<file path="config.mk">
export PLATFORM = sky130hd
export DESIGN_NAME = pixel_blend_mode_unit
export DESIGN_NICKNAME = d
export VERILOG_FILES = /design/src/rtl/bmu_pkg.sv /design/src/rtl/bmu_prep.sv /design/src/rtl/bmu_div_stage.sv /design/src/rtl/pixel_blend_mode_unit.sv
export SDC_FILE = /design/constraint.sdc
export NUM_CORES = 1
export LEC_CHECK = 0
export ABC_AREA = 1
export BUFFER_PORTS_ARGS = -buffer_cell sky130_fd_sc_hd__buf_2
export CORE_AREA = 2 2 212 214
export DETAILED_ROUTE_END_ITERATION = 8
export DIE_AREA = 0 0 214 216
export MAX_ROUTING_LAYER = met4
export PLACE_DENSITY = 0.65
export SLEW_MARGIN = 20
export SYNTH_ARGS = -nofsm -noshare
export SYNTH_HDL_FRONTEND = slang
export SYNTH_SLANG_ARGS = --single-unit
</file>
<file path="constraint.sdc">
create_clock -name clock -period 17.4 [get_ports clock]
set_input_delay 3.48 -clock clock [delete_from_list [all_inputs] [get_ports clock]]
set_output_delay 3.48 -clock clock [all_outputs]
set_load 0.005 [all_outputs]
</file>
<file path="src/rtl/bmu_pkg.sv">
package bmu_pkg;

   // blend mode codes
   localparam logic [3:0] MODE_ADD     = 4'd0;
   localparam logic [3:0] MODE_SUB     = 4'd1;
   localparam logic [3:0] MODE_MUL     = 4'd2;
   localparam logic [3:0] MODE_SCREEN  = 4'd3;
   localparam logic [3:0] MODE_RED     = 4'd4;
   localparam logic [3:0] MODE_GREEN   = 4'd5;
   localparam logic [3:0] MODE_BLUE    = 4'd6;
   localparam logic [3:0] MODE_AVERAGE = 4'd7;
   localparam logic [3:0] MODE_OVERLAY = 4'd8;
   localparam logic [3:0] MODE_LIGHTEN = 4'd9;
   localparam logic [3:0] MODE_DARKEN  = 4'd10;
   localparam logic [3:0] MODE_DODGE   = 4'd11;
   localparam logic [3:0] MODE_BURN    = 4'd12;

   // channel codes
   localparam logic [1:0] CHAN_RED   = 2'd0;
   localparam logic [1:0] CHAN_GREEN = 2'd1;
   localparam logic [1:0] CHAN_BLUE  = 2'd2;

   localparam logic [7:0]  FULL_SCALE = 8'd255;
   localparam logic [16:0] FULL_SQ    = 17'd65025;

   // divider bit positions handled by each stage, top bit first
   localparam logic [3:0] DIV_TOP_0 = 4'd8;
   localparam logic [3:0] DIV_TOP_1 = 4'd5;
   localparam logic [3:0] DIV_TOP_2 = 4'd2;

   typedef struct packed {
      logic [7:0] base_value;
      logic [7:0] blend_value;
      logic [1:0] channel_index;
      logic       last_pixel;
   } bmu_req_type;

   typedef struct packed {
      logic [7:0] out_value;
      logic       write_enable;
      logic       last_out;
   } bmu_rsp_type;

   // per-item control carried beside the divider
   typedef struct packed {
      logic       use_div;
      logic       dbl;
      logic       sat;
      logic       we;
      logic       last;
      logic [7:0] simple;
   } bmu_ctl_type;

   typedef struct packed {
      logic [16:0] rem;
      logic [8:0]  den;
      logic [8:0]  quo;
      logic        ovf;
   } bmu_div_type;

endpackage

</file>
<file path="src/rtl/bmu_prep.sv">
module bmu_prep (
   input  logic                 clock,
   input  logic                 reset,
   input  logic                 in_valid,
   output logic                 in_ready,
   input  bmu_pkg::bmu_req_type in_data,
   input  logic [3:0]           mode,
   output logic                 out_valid,
   input  logic                 out_ready,
   output bmu_pkg::bmu_ctl_type out_ctl,
   output bmu_pkg::bmu_div_type out_div
);

   logic                 a_valid_ff;
   bmu_pkg::bmu_req_type a_req_ff;
   logic [3:0]           a_mode_ff;
   logic [15:0]          a_ab_ff;
   logic [15:0]          a_pp_ff;
   logic                 a_ready;

   logic                 b_valid_ff;
   bmu_pkg::bmu_ctl_type b_ctl_ff;
   bmu_pkg::bmu_div_type b_div_ff;
   logic                 b_ready;

   bmu_pkg::bmu_ctl_type b_ctl_in;
   bmu_pkg::bmu_div_type b_div_in;

   assign b_ready  = !b_valid_ff || out_ready;
   assign a_ready  = !a_valid_ff || b_ready;
   assign in_ready = a_ready;

   // stage a: products
   always_ff @(posedge clock) begin
      if (reset) begin
         a_valid_ff <= 1'b0;
      end else if (a_ready) begin
         a_valid_ff <= in_valid;
      end
      if (a_ready && in_valid) begin
         a_req_ff  <= in_data;
         a_mode_ff <= mode;
         a_ab_ff   <= in_data.base_value * in_data.blend_value;
         a_pp_ff   <= (bmu_pkg::FULL_SCALE - in_data.base_value)
                      * (bmu_pkg::FULL_SCALE - in_data.blend_value);
      end
   end

   // stage b: simple results and divider operands
   always_comb begin
      logic [7:0]  a;
      logic [7:0]  b;
      logic [7:0]  ia;
      logic [7:0]  ib;
      logic [8:0]  sum;
      logic [9:0]  tri_sum;
      logic [16:0] scr_x;
      logic [16:0] ovl_x;
      logic [7:0]  diff;
      logic [16:0] num;
      logic [8:0]  den;
      a       = a_req_ff.base_value;
      b       = a_req_ff.blend_value;
      ia      = ~a;
      ib      = ~b;
      sum     = {1'b0, a} + {1'b0, b};
      tri_sum = {1'b0, a, 1'b0} + {2'b00, a} + {2'b00, b};
      scr_x   = bmu_pkg::FULL_SQ - {1'b0, a_pp_ff};
      ovl_x   = bmu_pkg::FULL_SQ - {a_pp_ff, 1'b0};
      diff    = a - ib;
      num     = {1'b0, a_ab_ff};
      den     = {1'b0, bmu_pkg::FULL_SCALE};
      b_ctl_in         = '0;
      b_ctl_in.we      = 1'b1;
      b_ctl_in.last    = a_req_ff.last_pixel;
      unique case (a_mode_ff)
         bmu_pkg::MODE_ADD: begin
            b_ctl_in.simple = sum[8] ? bmu_pkg::FULL_SCALE : sum[7:0];
         end
         bmu_pkg::MODE_SUB: begin
            b_ctl_in.simple = (a > b) ? (a - b) : 8'd0;
         end
         bmu_pkg::MODE_MUL: begin
            b_ctl_in.use_div = 1'b1;
         end
         bmu_pkg::MODE_SCREEN: begin
            b_ctl_in.use_div = 1'b1;
            num = {scr_x[15:0], 1'b0} + 17'd255;
            den = {bmu_pkg::FULL_SCALE, 1'b0};
         end
         bmu_pkg::MODE_RED, bmu_pkg::MODE_GREEN, bmu_pkg::MODE_BLUE: begin
            b_ctl_in.simple = (tri_sum > 10'd255) ? bmu_pkg::FULL_SCALE : tri_sum[7:0];
            b_ctl_in.we = (a_mode_ff == bmu_pkg::MODE_RED
                           && a_req_ff.channel_index == bmu_pkg::CHAN_RED)
                       || (a_mode_ff == bmu_pkg::MODE_GREEN
                           && a_req_ff.channel_index == bmu_pkg::CHAN_GREEN)
                       || (a_mode_ff == bmu_pkg::MODE_BLUE
                           && a_req_ff.channel_index == bmu_pkg::CHAN_BLUE);
         end
         bmu_pkg::MODE_AVERAGE: begin
            b_ctl_in.simple = sum[8:1];
         end
         bmu_pkg::MODE_OVERLAY: begin
            b_ctl_in.use_div = 1'b1;
            if (!b[7]) begin
               b_ctl_in.dbl = 1'b1;
            end else begin
               num = {ovl_x[15:0], 1'b0} + 17'd255;
               den = {bmu_pkg::FULL_SCALE, 1'b0};
            end
         end
         bmu_pkg::MODE_LIGHTEN: begin
            b_ctl_in.simple = (a > b) ? a : b;
         end
         bmu_pkg::MODE_DARKEN: begin
            b_ctl_in.simple = (a < b) ? a : b;
         end
         bmu_pkg::MODE_DODGE: begin
            if (a == bmu_pkg::FULL_SCALE) begin
               b_ctl_in.simple = bmu_pkg::FULL_SCALE;
            end else begin
               b_ctl_in.use_div = 1'b1;
               b_ctl_in.sat     = 1'b1;
               num = {b, 9'd0} - {8'd0, b, 1'b0} + {9'd0, ia};
               den = {ia, 1'b0};
            end
         end
         bmu_pkg::MODE_BURN: begin
            b_ctl_in.simple = 8'd0;
            if (a != 8'd0 && a > ib) begin
               b_ctl_in.use_div = 1'b1;
               num = {diff, 9'd0} - {8'd0, diff, 1'b0} + {9'd0, a};
               den = {a, 1'b0};
            end
         end
         default: begin
            b_ctl_in.we = 1'b0;
         end
      endcase
      b_div_in.rem = num;
      b_div_in.den = den;
      b_div_in.quo = '0;
      b_div_in.ovf = {1'b0, num} >= {den, 9'd0};
   end

   always_ff @(posedge clock) begin
      if (reset) begin
         b_valid_ff <= 1'b0;
      end else if (b_ready) begin
         b_valid_ff <= a_valid_ff;
      end
      if (b_ready && a_valid_ff) begin
         b_ctl_ff <= b_ctl_in;
         b_div_ff <= b_div_in;
      end
   end

   assign out_valid = b_valid_ff;
   assign out_ctl   = b_ctl_ff;
   assign out_div   = b_div_ff;

endmodule

</file>
<file path="src/rtl/bmu_div_stage.sv">
module bmu_div_stage (
   input  logic                 clock,
   input  logic                 reset,
   input  logic [3:0]           top_bit,
   input  logic                 in_valid,
   output logic                 in_ready,
   input  bmu_pkg::bmu_ctl_type in_ctl,
   input  bmu_pkg::bmu_div_type in_div,
   output logic                 out_valid,
   input  logic                 out_ready,
   output bmu_pkg::bmu_ctl_type out_ctl,
   output bmu_pkg::bmu_div_type out_div
);

   logic                 valid_ff;
   bmu_pkg::bmu_ctl_type ctl_ff;
   bmu_pkg::bmu_div_type div_ff;
   bmu_pkg::bmu_div_type div_in;

   assign in_ready = !valid_ff || out_ready;

   // three restoring steps
   always_comb begin
      logic [3:0]  pos;
      logic [17:0] shifted;
      div_in = in_div;
      for (int k = 0; k < 3; k++) begin
         pos     = top_bit - 4'(k);
         shifted = {9'd0, in_div.den} << pos;
         if ({1'b0, div_in.rem} >= shifted) begin
            div_in.rem      = div_in.rem - shifted[16:0];
            div_in.quo[pos] = 1'b1;
         end
      end
   end

   always_ff @(posedge clock) begin
      if (reset) begin
         valid_ff <= 1'b0;
      end else if (in_ready) begin
         valid_ff <= in_valid;
      end
      if (in_ready && in_valid) begin
         ctl_ff <= in_ctl;
         div_ff <= div_in;
      end
   end

   assign out_valid = valid_ff;
   assign out_ctl   = ctl_ff;
   assign out_div   = div_ff;

endmodule

</file>
<file path="src/rtl/pixel_blend_mode_unit.sv">
// pixel_blend_mode_unit
// Blends one 8-bit colour channel word per clock, unless the receiver
// stalls, under the mode held in the blend mode register (written through
// csr_write_enable/csr_write_data, taken at once; the user writes it only
// while no word is in flight, and the block does not enforce this).
// Input words arrive on req_valid/req_ready/req_data, results leave on
// rsp_valid/rsp_ready/rsp_data, one result per input word, in order.
// Six register stages, the first loaded at the accepting edge: two operand
// stages, three divider stages of three quotient bits each, and one output
// register. One word per clock unless rsp_ready stalls; each stage holds
// its own valid bit and takes a new word when empty or its successor moves.
// The divider is a pipelined restoring divider shared by the multiply,
// screen, overlay, dodge and burn modes.
// Reset: clears all valid bits and sets the mode to add.
// When the receiver holds rsp_ready low, words pile into empty stages;
// once all six stages are full req_ready drops, and nothing is lost.
module pixel_blend_mode_unit (
   input  logic                 clock,
   input  logic                 reset,
   input  logic                 req_valid,
   output logic                 req_ready,
   input  bmu_pkg::bmu_req_type req_data,
   output logic                 rsp_valid,
   input  logic                 rsp_ready,
   output bmu_pkg::bmu_rsp_type rsp_data,
   input  logic                 csr_write_enable,
   input  logic [3:0]           csr_write_data
);

   logic [3:0]           mode_ff;
   logic                 p_valid;
   logic                 p_ready;
   bmu_pkg::bmu_ctl_type p_ctl;
   bmu_pkg::bmu_div_type p_div;

   logic                 d_valid [3];
   logic                 d_ready [3];
   bmu_pkg::bmu_ctl_type d_ctl   [3];
   bmu_pkg::bmu_div_type d_div   [3];

   logic                 rsp_valid_ff;
   bmu_pkg::bmu_rsp_type rsp_data_ff;
   bmu_pkg::bmu_rsp_type rsp_data_in;
   logic                 out_ready;

   // mode register
   always_ff @(posedge clock) begin
      if (reset) begin
         mode_ff <= bmu_pkg::MODE_ADD;
      end else if (csr_write_enable) begin
         mode_ff <= csr_write_data;
      end
   end

   bmu_prep u_prep (
      .clock     (clock),
      .reset     (reset),
      .in_valid  (req_valid),
      .in_ready  (req_ready),
      .in_data   (req_data),
      .mode      (mode_ff),
      .out_valid (p_valid),
      .out_ready (p_ready),
      .out_ctl   (p_ctl),
      .out_div   (p_div)
   );

   bmu_div_stage u_div0 (
      .clock     (clock),
      .reset     (reset),
      .top_bit   (bmu_pkg::DIV_TOP_0),
      .in_valid  (p_valid),
      .in_ready  (p_ready),
      .in_ctl    (p_ctl),
      .in_div    (p_div),
      .out_valid (d_valid[0]),
      .out_ready (d_ready[0]),
      .out_ctl   (d_ctl[0]),
      .out_div   (d_div[0])
   );

   bmu_div_stage u_div1 (
      .clock     (clock),
      .reset     (reset),
      .top_bit   (bmu_pkg::DIV_TOP_1),
      .in_valid  (d_valid[0]),
      .in_ready  (d_ready[0]),
      .in_ctl    (d_ctl[0]),
      .in_div    (d_div[0]),
      .out_valid (d_valid[1]),
      .out_ready (d_ready[1]),
      .out_ctl   (d_ctl[1]),
      .out_div   (d_div[1])
   );

   bmu_div_stage u_div2 (
      .clock     (clock),
      .reset     (reset),
      .top_bit   (bmu_pkg::DIV_TOP_2),
      .in_valid  (d_valid[1]),
      .in_ready  (d_ready[1]),
      .in_ctl    (d_ctl[1]),
      .in_div    (d_div[1]),
      .out_valid (d_valid[2]),
      .out_ready (d_ready[2]),
      .out_ctl   (d_ctl[2]),
      .out_div   (d_div[2])
   );

   assign out_ready  = !rsp_valid_ff || rsp_ready;
   assign d_ready[2] = out_ready;

   // final selection
   always_comb begin
      logic [7:0] value;
      if (!d_ctl[2].use_div) begin
         value = d_ctl[2].simple;
      end else if (d_ctl[2].sat && (d_div[2].ovf || d_div[2].quo[8])) begin
         value = bmu_pkg::FULL_SCALE;
      end else if (d_ctl[2].dbl) begin
         value = {d_div[2].quo[6:0], 1'b0};
      end else begin
         value = d_div[2].quo[7:0];
      end
      rsp_data_in.out_value    = d_ctl[2].we ? value : 8'd0;
      rsp_data_in.write_enable = d_ctl[2].we;
      rsp_data_in.last_out     = d_ctl[2].last;
   end

   // output register
   always_ff @(posedge clock) begin
      if (reset) begin
         rsp_valid_ff <= 1'b0;
      end else if (out_ready) begin
         rsp_valid_ff <= d_valid[2];
      end
      if (out_ready && d_valid[2]) begin
         rsp_data_ff <= rsp_data_in;
      end
   end

   assign rsp_valid = rsp_valid_ff;
   assign rsp_data  = rsp_data_ff;

`ifndef SYNTH
   // a word that is not written carries zero
   assert property (@(posedge clock) disable iff (reset)
      rsp_valid && !rsp_data.write_enable |-> rsp_data.out_value == 8'd0)
      else $error("unwritten word carries a nonzero value");

   // an empty output stage lets the whole pipe move
   assert property (@(posedge clock) disable iff (reset)
      !rsp_valid |-> req_ready)
      else $error("input stalled with an empty output stage");

   // input stalls only when every stage is full and the receiver stalls
   assert property (@(posedge clock) disable iff (reset)
      !req_ready |-> rsp_valid && !rsp_ready && p_valid
                     && d_valid[0] && d_valid[1] && d_valid[2])
      else $error("input stalled while the pipe has room");

   // saturation only applies to words that use the divider
   assert property (@(posedge clock) disable iff (reset)
      d_valid[2] && d_ctl[2].sat |-> d_ctl[2].use_div)
      else $error("saturate flag without divider use");
`endif

endmodule
</file>
# == After elaboration in Yosys (flattened, before gate mapping) ==
# Index checks and enable logic that the tools add are counted.
# classes
add_sub_neg,23
mul,2
magnitude_cmp,14
eq_ne,15
n_mux,37
bitwise_logic,2
n_reduce_logical,32
# ops
cell,count
17-bit 2-to-1 mux,11
8-bit 2-to-1 mux,10
17-bit one-hot mux with 4 select lines,1
8-bit one-hot mux with 7 select lines,1
9-bit 2-to-1 mux,4
9-bit one-hot mux with 4 select lines,1
17-bit by 8-bit adder with 17-bit output,2
"17-bit by 8-bit adder with 17-bit output, second input constant",2
17-bit by 9-bit subtractor with 17-bit output,2
"16-bit subtractor, first input constant",2
"4-bit == test, second input constant",5
17-bit by 18-bit greater-or-equal comparator with 1-bit output,1
"8-bit by 8-bit subtractor with 9-bit output, first input constant",2
17-bit by 10-bit greater-or-equal comparator with 1-bit output,1
17-bit by 11-bit greater-or-equal comparator with 1-bit output,1
17-bit by 12-bit greater-or-equal comparator with 1-bit output,1
17-bit by 13-bit greater-or-equal comparator with 1-bit output,1
17-bit by 14-bit greater-or-equal comparator with 1-bit output,1
17-bit by 15-bit greater-or-equal comparator with 1-bit output,1
17-bit by 16-bit greater-or-equal comparator with 1-bit output,1
17-bit greater-or-equal comparator,1
17-bit by 9-bit greater-or-equal comparator with 1-bit output,1
17-bit by 10-bit subtractor with 17-bit output,1
17-bit by 11-bit subtractor with 17-bit output,1
other kinds (37),70
# word_totals
register_bits,236
in_bits,28
out_inout_bits,12
elab_cells,182

# == Logic depth before layout (Yosys ltp) ==
# Gate-level depths: netlist of run 1.
# logic_depth
word_depth,8
ltp_mapped,46
mapped_depth_nobuf,43

# == Modules after synthesis ==
# A second synthesis of run 1 with hierarchy kept.
# hier_totals
cells_unflattened,4420
area_unflattened_um2,31614.1
# modules_own_cells
mod,instances,cells_each,area_each_um2,seq_area_each_um2
bmu_prep,1,1653,12513.3,2892.8
bmu_div_stage (u_div1 ...),2,886,6122.1,1491.4
bmu_div_stage (u_div0),1,888,6045.8,1491.4
pixel_blend_mode_unit,1,107,810.8,400.4

# == Worst setup path before layout of run 1 ==
# OpenSTA, ideal clock, no wires.
# synth_path
path_kind,input port to flip-flop
from,in req_data[11] (netlist name)
to,reg u_prep.a_pp_ff[14] (data pin)
setup_time_ns,0.260
arrival_ns,7.941
required_ns,17.140
setup_slack_ns,9.199
cell_stages,26
path_buffers,2
cell_sequence,clkbuf_1 -> clkbuf_1 -> nor2_1 -> fa_1 -> fa_1 -> ha_1 -> inv_1 -> fa_1 -> inv_1 -> ha_1 -> inv_1 -> fa_1 -> inv_1 -> ha_1 -> inv_1 -> o21bai_1 -> nand2_1 -> nand2_1 -> nand2_1 -> nand2_1 -> nand3_1 -> nand2_1 -> a21oi_1 -> nor2_1 -> nor2_1 -> xor2_1
# synth_via
elab_chain_cells,2
# synth_rtl
item,line_no,rtl
"start, declared",pixel_blend_mode_unit.sv:22,"input bmu_pkg::bmu_req_type req_data,"
8-bit by 8-bit subtractor with 9-bit output,bmu_prep.sv:44,a_pp_ff <= (bmu_pkg::FULL_SCALE - in_data.base_value)
16-bit by 16-bit multiplier with 16-bit output,bmu_prep.sv:45,* (bmu_pkg::FULL_SCALE - in_data.blend_value);
"end signal, assigned",bmu_prep.sv:44,
"end, declared",bmu_prep.sv:18,logic [15:0] a_pp_ff;
# No other way between the ends.
# A chain may end at the register's enable or synchronous reset.

# == Final worst setup path of run 1 ==
# layout_path
from,in rsp_ready
to,out req_ready
# layout_via
elab_chain_cells,6
# layout_rtl
item,line_no,rtl
"start, declared",pixel_blend_mode_unit.sv:24,"input logic rsp_ready,"
1-bit logical OR,pixel_blend_mode_unit.sv:110,assign out_ready = !rsp_valid_ff || rsp_ready;
1-bit logical OR (3 in a row),bmu_div_stage.sv:20,assign in_ready = !valid_ff || out_ready;
1-bit logical OR,bmu_prep.sv:29,assign b_ready = !b_valid_ff || out_ready;
1-bit logical OR,bmu_prep.sv:30,assign a_ready = !a_valid_ff || b_ready;
"end, declared",pixel_blend_mode_unit.sv:21,"output logic req_ready,"
# No other way between the ends.

==> parameters.txt, run 1 <==
Parameter                              Value

Outcome
  Status ... completed

Worst setup path
  Highest-delay cell along the critical path ... sky130_fd_sc_hd__nor2_1
  Type of element launching the critical path ... input port
  Sum of buffers and inverters on the critical path ... 6
  Worst setup path start ... rsp_ready
  Worst Path Max Fanout ... 3
  Delay of the slowest cell on the worst path ... 0.25 ns
  Cells along the critical path ... buf_2 > nor2_1 > inv_1 > nor2_1 > inv_1 > nor2_1 > inv_1 > nor2_1 > inv_1 > nor2_1 > nand2_1 > buf_2
  Source of the worst register-to-register timing path ... u_div1.out_div[11]
  Critical path start-end classification ... input port to primary output
  Worst path arrival time ... 4.89 ns
  Data required time at the worst endpoint ... between 10 and 15 ns
  Category of cells accounting for the largest share of critical-path delay ... simple AND/OR/NAND/NOR gates
  Crit-path most repeated cell ... sky130_fd_sc_hd__nor2_1
  Worst Setup End Kind ... primary output

Power and ir drop
  Leakage power total ... 11.23 nW
  Net Sw Frac ... between 40% and 50%
  Total power divided by cell area ... 103.7 mW/mm2
  Combinational cell fraction of total power ... 47.2%
  Pint ... roughly 1.4 mW
  Sum of internal, switching and leakage power ... between 2 and 2.5 mW
  Flop pwr share ... 30.7%
  Proportion of power drawn by the clock network ... 22.1%
  Net switching component of the power ... 0.9921 mW
  Largest voltage drop on the vdd net ... 0.06558 mV

Global routing
  GRT Util Overall ... between 20 and 30%
  Largest net degree at the start of global routing ... 56
  Number of global-route vias before repair ... 17,840
  Wire length of the first global-routing pass ... 92,050 um
  Antenna violations before repair ... 0
  Total grt overflow ... 0

Timing
  Time the final worst path needs with I/O delays and setup ... roughly 8.4 ns
  Post-route clock period utilization ... 48.11%
  Fin. max-slew vios ... 0
  Unrepaired setup endpoints after global routing ... no
  Least-Margin Pin Slew ... 0.8516 ns
  Highest clock frequency the design can meet ... 119.5 MHz
  Setup violation total in the final timing report ... 0
  Clock skew ... slightly above 0.02 ns
  Worst relative slew slack ... a little over two fifths
  Fin. Hold Viols ... 0
  Final total negative setup slack ... 0 ns
  Final Worst Setup Slack ... 9.030 ns
  Worst hold slack across all endpoints ... just over 0.4 ns

Finish
  Non-filler cells in the finished layout ... 3,374
  Fraction of layout cells with a size suffix above 1 ... 5.356%
  # fillers ... 4,160
  Area growth from synthesis to layout ... 7.617%
  Inserted Diodes ... 0
  Post-layout net count ... around 3,100
  Most common library cell in the layout ignoring fill and taps ... sky130_fd_sc_hd__nand2_1
  Top library cells by usage in the layout, fill and taps aside ... 560 x sky130_fd_sc_hd__nand2_1, 491 x sky130_fd_sc_hd__inv_1, 253 x sky130_fd_sc_hd__nor2_1

Clocking
  Depth of the CTS H-tree ... 1
  Cts bufs inserted ... 25
  Worst-Skew Late Latency ... 0.56 ns
  Clock Root Buffer ... sky130_fd_sc_hd__clkbuf_16
  Number of buffers added for setup after CTS ... 0
  Max Root-Sink Buffers ... 3
  Post-CTS clock slew at the launch and capture registers of the worst setup and hold paths ... 0.06 ns
  Clock tree from TritonCTS ... yes
  # clock sinks ... 227
  # hold bufs at CTS ... 0
  Cts repair resizes ... 0

Floorplan
  Floorplan die area ... 0.04622 mm2
  Die height ... roughly 220 um
  IO Count ... 40
  Row cnt ... 77
  Starting density of the core ... 49.38%
  Die boundary width ... roughly 210 um
  Area inside the core boundary ... approximately 0.044 mm2

Drt
  First-pass iteration count of the detailed router ... 6
  Ratio of routed vias to standard cells ... between 5 and 6
  Count of vias placed by the detailed router ... about 18,000
  Number of DRC violations after detailed routing ... 0
  Detailed router's first-iteration violation count ... about 1,300
  Post-route ant nets ... 0
  Post-detailed-route wirelength per cell ... 16.77 um
  Final WL ... roughly 57,000 um

Placed design
  Total placed cells including tap cells ... 3,328
  Final weighted congestion of routability-driven global placement ... 0.9228
  Placement-stage worst setup slack ... 9.016 ns
  Quantity of I/O buffers inserted on ports ... 39
  Detailed placer's ending HPWL ... 46,080 um

Min path
  Startpoint of the worst hold path ... u_div0.out_ctl[11]
  Type of the most critical hold path ... register to register

Synthesis
  Netlist area before placement ... around 0.022 mm2
  Post-synth net total ... slightly above 3,000
  Post-Synthesis Cells ... 2,734
  Syn. warnings ... 0
  Count of different cell masters after synthesis ... 59
  Predominant post-synthesis flop cell ... sky130_fd_sc_hd__edfxtp_1
  Avg Inst Size Synth ... 7.918 um2
  Number of synthesized flops with an enable pin ... 217
  Flop and latch count out of synthesis ... 227
  Share of synthesized flip-flops with an asynchronous set or reset ... 0%
  Seq/Total Area, Yosys ... 31.03%

Run
  Count of maximum capacitance violations ... 0
[synth_stat cells (all sizes together) (22+ instances only)]
cell type / instances / area, um2
ha: 227 / 2840
o21ai: 154 / 770.7
nand4: 48 / 315.3
fa: 90 / 1802
a21oi: 172 / 868.3
nand3: 131 / 703.2
nor3: 42 / 210.2
nor2: 267 / 1067
xnor2: 44 / 385.4
nand2: 576 / 2222
xor2: 84 / 735.7
o211ai: 22 / 165.2
inv: 505 / 1896
clkbuf: 31 / 116.4
edfxtp: 217 / 6516
[layout make-up]
type,instances,area [um2],area share [%]
multi-input cells,1955,12830,55.09
clock buffers,30,644.4,2.766
flip-flops and latches,227,6716,28.83
well taps,592,740.7,3.179
repair buffers,48,275.3,1.182
clock inverters,15,181.4,0.7787
inverters,507,1904,8.174
[cells by family (layout without fill, tap and decap cells)]
group	Yosys count	in the layout	share of synthesized area, %
buffers and inverters	552	600	9.785
xor gates and xnor gates	128	128	5.179
and+or+nand+nor	1096	1096	21.85
adders and majority gates	317	317	21.44
muxes	2	2	0.1040
DFF	227	227	31.03
AOI/OAI and AO/OA	412	412	10.61
[flip-flops by register name, indices dropped and copies added (netlist names), 13 cells and up]
name             count
u_div1.out_div      33
u_div0.out_div      30
u_prep.out_div      27
u_prep.a_req_ff     19
u_prep.a_ab_ff      16
u_prep.a_pp_ff      16
u_div0.out_ctl      13
u_div1.out_ctl      13
u_div2.out_ctl      13
u_prep.out_ctl      13
[routing by layer]
| layer | GRT usage (%) | vias to the layer above | routed length, um |
|---|---|---|---|
| met5 | - | - | 0 |
| met4 | 8.252 | 0 | 1722 |
| met3 | 2.495 | 105 | 2826 |
| met2 | 42.61 | 490 | 26880 |
| met1 | 32.29 | 8436 | 25160 |
| li1 | - | 9029 | - |
[worst paths after layout]
check                            end  slack, ns  cells after the start
setup / recovery           req_ready       9.03                     12
hold / removal    u_div1.out_ctl[11]       0.41                      0
setup reg to reg   u_div2.out_div[1]      10.53                     32
hold reg to reg   u_div1.out_ctl[11]       0.41                      0
[power groups by stage]
stage                     clock, mW  combinational [mW]  sequential (mW)
final                         0.533                1.14            0.741
after global routing          0.564                1.31            0.747
after CTS                     0.546                1.14            0.740
after detailed placement          0                1.13            0.751
after global placement            0                1.10            0.750
after floorplan                   0               0.887            0.733
[worst register-to-register path: cells and delay by family (launching register included)]
family | cells | cell delay, ns
buffers and inverters | 2 | 0.31
adder cells (fa/ha/maj) | 3 | 1.05
AND/OR/NAND/NOR | 19 | 2.99
flip-flops | 1 | 0.43
AO/OA/AOI/OAI | 8 | 1.85
[metrics by stage]
| step | util [%] | cell area [um2] |
|---|---|---|
| floorplan | - | 21650 |
| global placement | 51.20 | 22450 |
| detailed placement | 51.22 | 22450 |
| CTS | 53.10 | 23280 |
| global route | 53.15 | 23300 |
| finish | 53.15 | 23300 |
No activity file was read; power rests on OpenSTA's default activity.
==> run 2: changes to the inputs <==
--- a/config.mk
+++ b/config.mk
@@ -5,11 +5,11 @@
 export SDC_FILE = /design/constraint.sdc
 export NUM_CORES = 1
 export LEC_CHECK = 0
-export ABC_AREA = 1
+export ABC_AREA = 0
 export BUFFER_PORTS_ARGS = -buffer_cell sky130_fd_sc_hd__buf_2
-export CORE_AREA = 2 2 212 214
+export CORE_AREA = 2 2 208 210
 export DETAILED_ROUTE_END_ITERATION = 8
-export DIE_AREA = 0 0 214 216
+export DIE_AREA = 0 0 210 212
 export MAX_ROUTING_LAYER = met4
 export PLACE_DENSITY = 0.65
 export SLEW_MARGIN = 20
==> constraint.sdc (replaced) <==
create_clock -name clock -period 7.95 [get_ports clock]
set_input_delay 1.59 -clock clock [delete_from_list [all_inputs] [get_ports clock]]
set_output_delay 1.59 -clock clock [all_outputs]
set_load 0.005 [all_outputs]
==> run 2 against run 1 <==
Net effect:
- hold slack better by 0.0030 ns
- area after synthesis is 3.9% lower
- clock skew shrank 0.0059 ns
- register-to-register slack lost 10 ns
- clock power rose by 150%
- clock-buffer cell count shrank 4
- setup slack worse by 8.5 ns
- combinational power increased by 140%
- critical path type is now register to register
- highest routed layer unchanged
==> parameters.txt, run 2 <==
Parameter                              Value

Power and ir drop
  Sum of internal, switching and leakage power ... 5.720 mW
  Leakage power total ... 9.477 nW
  Largest voltage drop on the vdd net ... between 0.1 and 0.15 mV
  Total power divided by cell area ... ~250 mW/mm2

Drt
  Number of DRC violations after detailed routing ... 0
  Post-detailed-route wirelength per cell ... 18.62 um
  First-pass iteration count of the detailed router ... 6
  Ratio of routed vias to standard cells ... 5.814
  Count of vias placed by the detailed router ... 16,040
  Final WL ... 51,350 um
  Detailed router's first-iteration violation count ... between 1,000 and 1,500
  Post-route ant nets ... 0

Floorplan
  Starting density of the core ... 48.96%
  Die height ... around 210 um
  Die boundary width ... 210 um
  Floorplan die area ... roughly 0.045 mm2
  Row cnt ... 76
  IO Count ... 40
  Area inside the core boundary ... 0.04251 mm2

Worst setup path
  Highest-delay cell along the critical path ... sky130_fd_sc_hd__fa_1
  Worst path arrival time ... 7.71 ns
  Reg-to-reg slack, setup ... ~0.53 ns
  Type of element launching the critical path ... register
  Worst setup path start ... u_div0.out_div[24]
  Critical path start-end classification ... register to register
  Delay of the slowest cell on the worst path ... 0.46 ns
  Crit-path most repeated cell ... sky130_fd_sc_hd__inv_1
  Worst Path Max Fanout ... 11
  Depth of the most critical reg-to-reg path ... 31
  Worst Setup End Kind ... register
  Source of the worst register-to-register timing path ... u_div0.out_div[24]
  Destination of the worst register-to-register timing path ... u_div1.out_div[26]
  Data required time at the worst endpoint ... 8.24 ns

Timing
  Clock skew ... 0.01472 ns
  Least-Margin Pin Slew ... 0.8967 ns
  Final total negative setup slack ... 0 ns
  Worst relative slew slack ... 39.67%
  Post-route clock period utilization ... 93.35%
  Setup violation total in the final timing report ... 0
  Unrepaired setup endpoints after global routing ... no
  Fin. Hold Viols ... 0
  Worst hold slack across all endpoints ... 0.4136 ns
  Fin. max-slew vios ... 0
  Highest clock frequency the design can meet ... 134.7 MHz
  Time the final worst path needs with I/O delays and setup ... between 7 and 8 ns
  Final Worst Setup Slack ... ~0.53 ns

Synthesis
  Number of synthesized flops with an enable pin ... around 220
  Top cell type's share of synthesized area ... between 30% and 40%
  Post-synth net total ... 2,518
  Cell with the most instances after synthesis ... sky130_fd_sc_hd__inv_1
  Post-Synthesis Cells ... 2,173
  Seq/Total Area, Yosys ... 32.28%
  Yosys top cell by area ... sky130_fd_sc_hd__edfxtp_1
  Flop and latch count out of synthesis ... around 230
  Count of different cell masters after synthesis ... 83
  Syn. warnings ... 0
  Most frequent cells after synthesis ... 228 x sky130_fd_sc_hd__inv_1, 227 x sky130_fd_sc_hd__ha_1, 217 x sky130_fd_sc_hd__edfxtp_1
  Predominant post-synthesis flop cell ... sky130_fd_sc_hd__edfxtp_1
  Area contributors post-synth ... sky130_fd_sc_hd__edfxtp_1 31%, sky130_fd_sc_hd__ha_1 14%, sky130_fd_sc_hd__fa_1 8.7%, sky130_fd_sc_hd__xnor2_1 5.0%, sky130_fd_sc_hd__inv_1 4.1%
  Avg Inst Size Synth ... about 9.6 um2
  Share of synthesized flip-flops with an asynchronous set or reset ... 0%
  Netlist area before placement ... 0.02081 mm2

Clocking
  Depth of the CTS H-tree ... 1
  Worst-Skew Late Latency ... approximately 0.55 ns
  Clock Root Buffer ... sky130_fd_sc_hd__clkbuf_16
  Clock tree from TritonCTS ... yes
  # clock sinks ... 227
  Post-CTS clock slew at the launch and capture registers of the worst setup and hold paths ... 0.06 ns
  # hold bufs at CTS ... 0
  Cts bufs inserted ... 26
  Max Root-Sink Buffers ... 3

Min path
  Startpoint of the worst hold path ... u_div0.out_ctl[0]
  Type of the most critical hold path ... register to register
  Number of cells traversed by the worst hold path ... 0
  End point of the most critical hold path ... u_div1.out_ctl[0]

Finish
  Post-layout net count ... 2,537
  Top library cells by usage in the layout, fill and taps aside ... 227 x sky130_fd_sc_hd__inv_1, 227 x sky130_fd_sc_hd__ha_1, 217 x sky130_fd_sc_hd__edfxtp_1
  Area growth from synthesis to layout ... 8.544%
  Inserted Diodes ... 0
  Register area ... 0.006716 mm2
  Area of combinational cells with multiple inputs ... 0.01304 mm2
  Fraction of layout cells with a size suffix above 1 ... 8.590%
  # fillers ... 3,824
  Number of flip-flops in the largest register ... 33

Global routing
  GRT Util Overall ... around a quarter
  Antenna violations before repair ... 0
  Largest net degree at the start of global routing ... 56
  Wire length of the first global-routing pass ... 83,510 um
  Total grt overflow ... 0
  Number of global-route vias before repair ... 16,150

Placed design
  Placement-stage worst setup slack ... between 0.02 and 0.025 ns
  Quantity of I/O buffers inserted on ports ... 39
  Final weighted congestion of routability-driven global placement ... 0.9116
  Detailed placer's ending HPWL ... 39,510 um

Run
  Count of maximum capacitance violations ... 0

Outcome
  Status ... completed
==> run 2: per-layer routing <==
layer / routed length, um / vias to the layer above / global-route usage [%]
met5: 0 / - / -
met3: 2420 / 104 / 2.452
met1: 21830 / 7766 / 29.56
li1: - / 7768 / -
met4: 1651 / 0 / 8.291
met2: 25450 / 397 / 41.92
==> run 2: repair_timing <==
action / in CTS / in global routing
pin swaps: 0 / 1
gates cloned: 0 / 0
endpoints found under the setup margin: 7 / 24
buffers inserted: 0 / 5
resized for setup: 1 / 9
==> run 2: final cells by class <==
| type | instances | area share, % |
|---|---|---|
| well taps | 546 | 3.024 |
| flip-flops and latches | 227 | 29.73 |
| inverters | 230 | 3.839 |
| clock buffers | 26 | 2.880 |
| multi-input cells | 1650 | 57.74 |
| clock inverters | 22 | 1.318 |
| repair buffers | 57 | 1.462 |
==> run 2: where the power goes <==
part           internal [mW]  leakage, nW  total, mW  switching [mW]
Sequential              1.54         2.08       1.70           0.161
Clock                  0.802        0.459       1.31           0.507
Combinational           1.20         6.94       2.71            1.52
Total                   3.53         9.48       5.72            2.19
==> run 2: worst max path at each step <==
stage	cells past startpoint	to	slack [ns]
final	31	u_div1.out_div[26]	0.53
after global routing	31	u_div1.out_div[26]	0.04
after CTS	29	u_div1.out_div[26]	0.13
after detailed placement	29	u_div1.out_div[26]	0.02
after global placement	31	u_div1.out_div[25]	0.21
after floorplan	36	u_div1.out_div[24]	0.78
==> run 2: cell families (layout without fill, tap and decap cells) <==
kind of cell | after synthesis | in the layout | share of synthesized area (%)
adder cells (fa/ha/maj) | 317 | 317 | 22.31
AO/OA/AOI/OAI | 481 | 481 | 15.03
XOR/XNOR | 160 | 160 | 6.734
AND/OR/NAND/NOR | 631 | 631 | 15.08
multiplexers | 61 | 61 | 3.139
buffers and inverters | 296 | 335 | 5.435
flip-flops | 227 | 227 | 32.28
==> run 2: through the flow <==
| step | std cells | cell area, um2 | utilization (%) |
|---|---|---|---|
| CTS | 2753 | 22510 | 52.96 |
| global placement | 2705 | 21560 | 50.72 |
| floorplan | 2173 | 20810 | - |
| global route | 2758 | 22590 | 53.14 |
| finish | 2758 | 22590 | 53.14 |
| detailed placement | 2705 | 21560 | 50.72 |
==> run 2: critical path, delay by kind of cell (launching register included) <==
| family | cells | cell delay, ns |
|---|---|---|
| AOI/OAI and AO/OA | 9 | 2.08 |
| adders and majority gates | 4 | 1.39 |
| buffers and inverters | 6 | 0.76 |
| DFF | 1 | 0.42 |
| muxes | 2 | 0.51 |
| and+or+nand+nor | 10 | 2.01 |
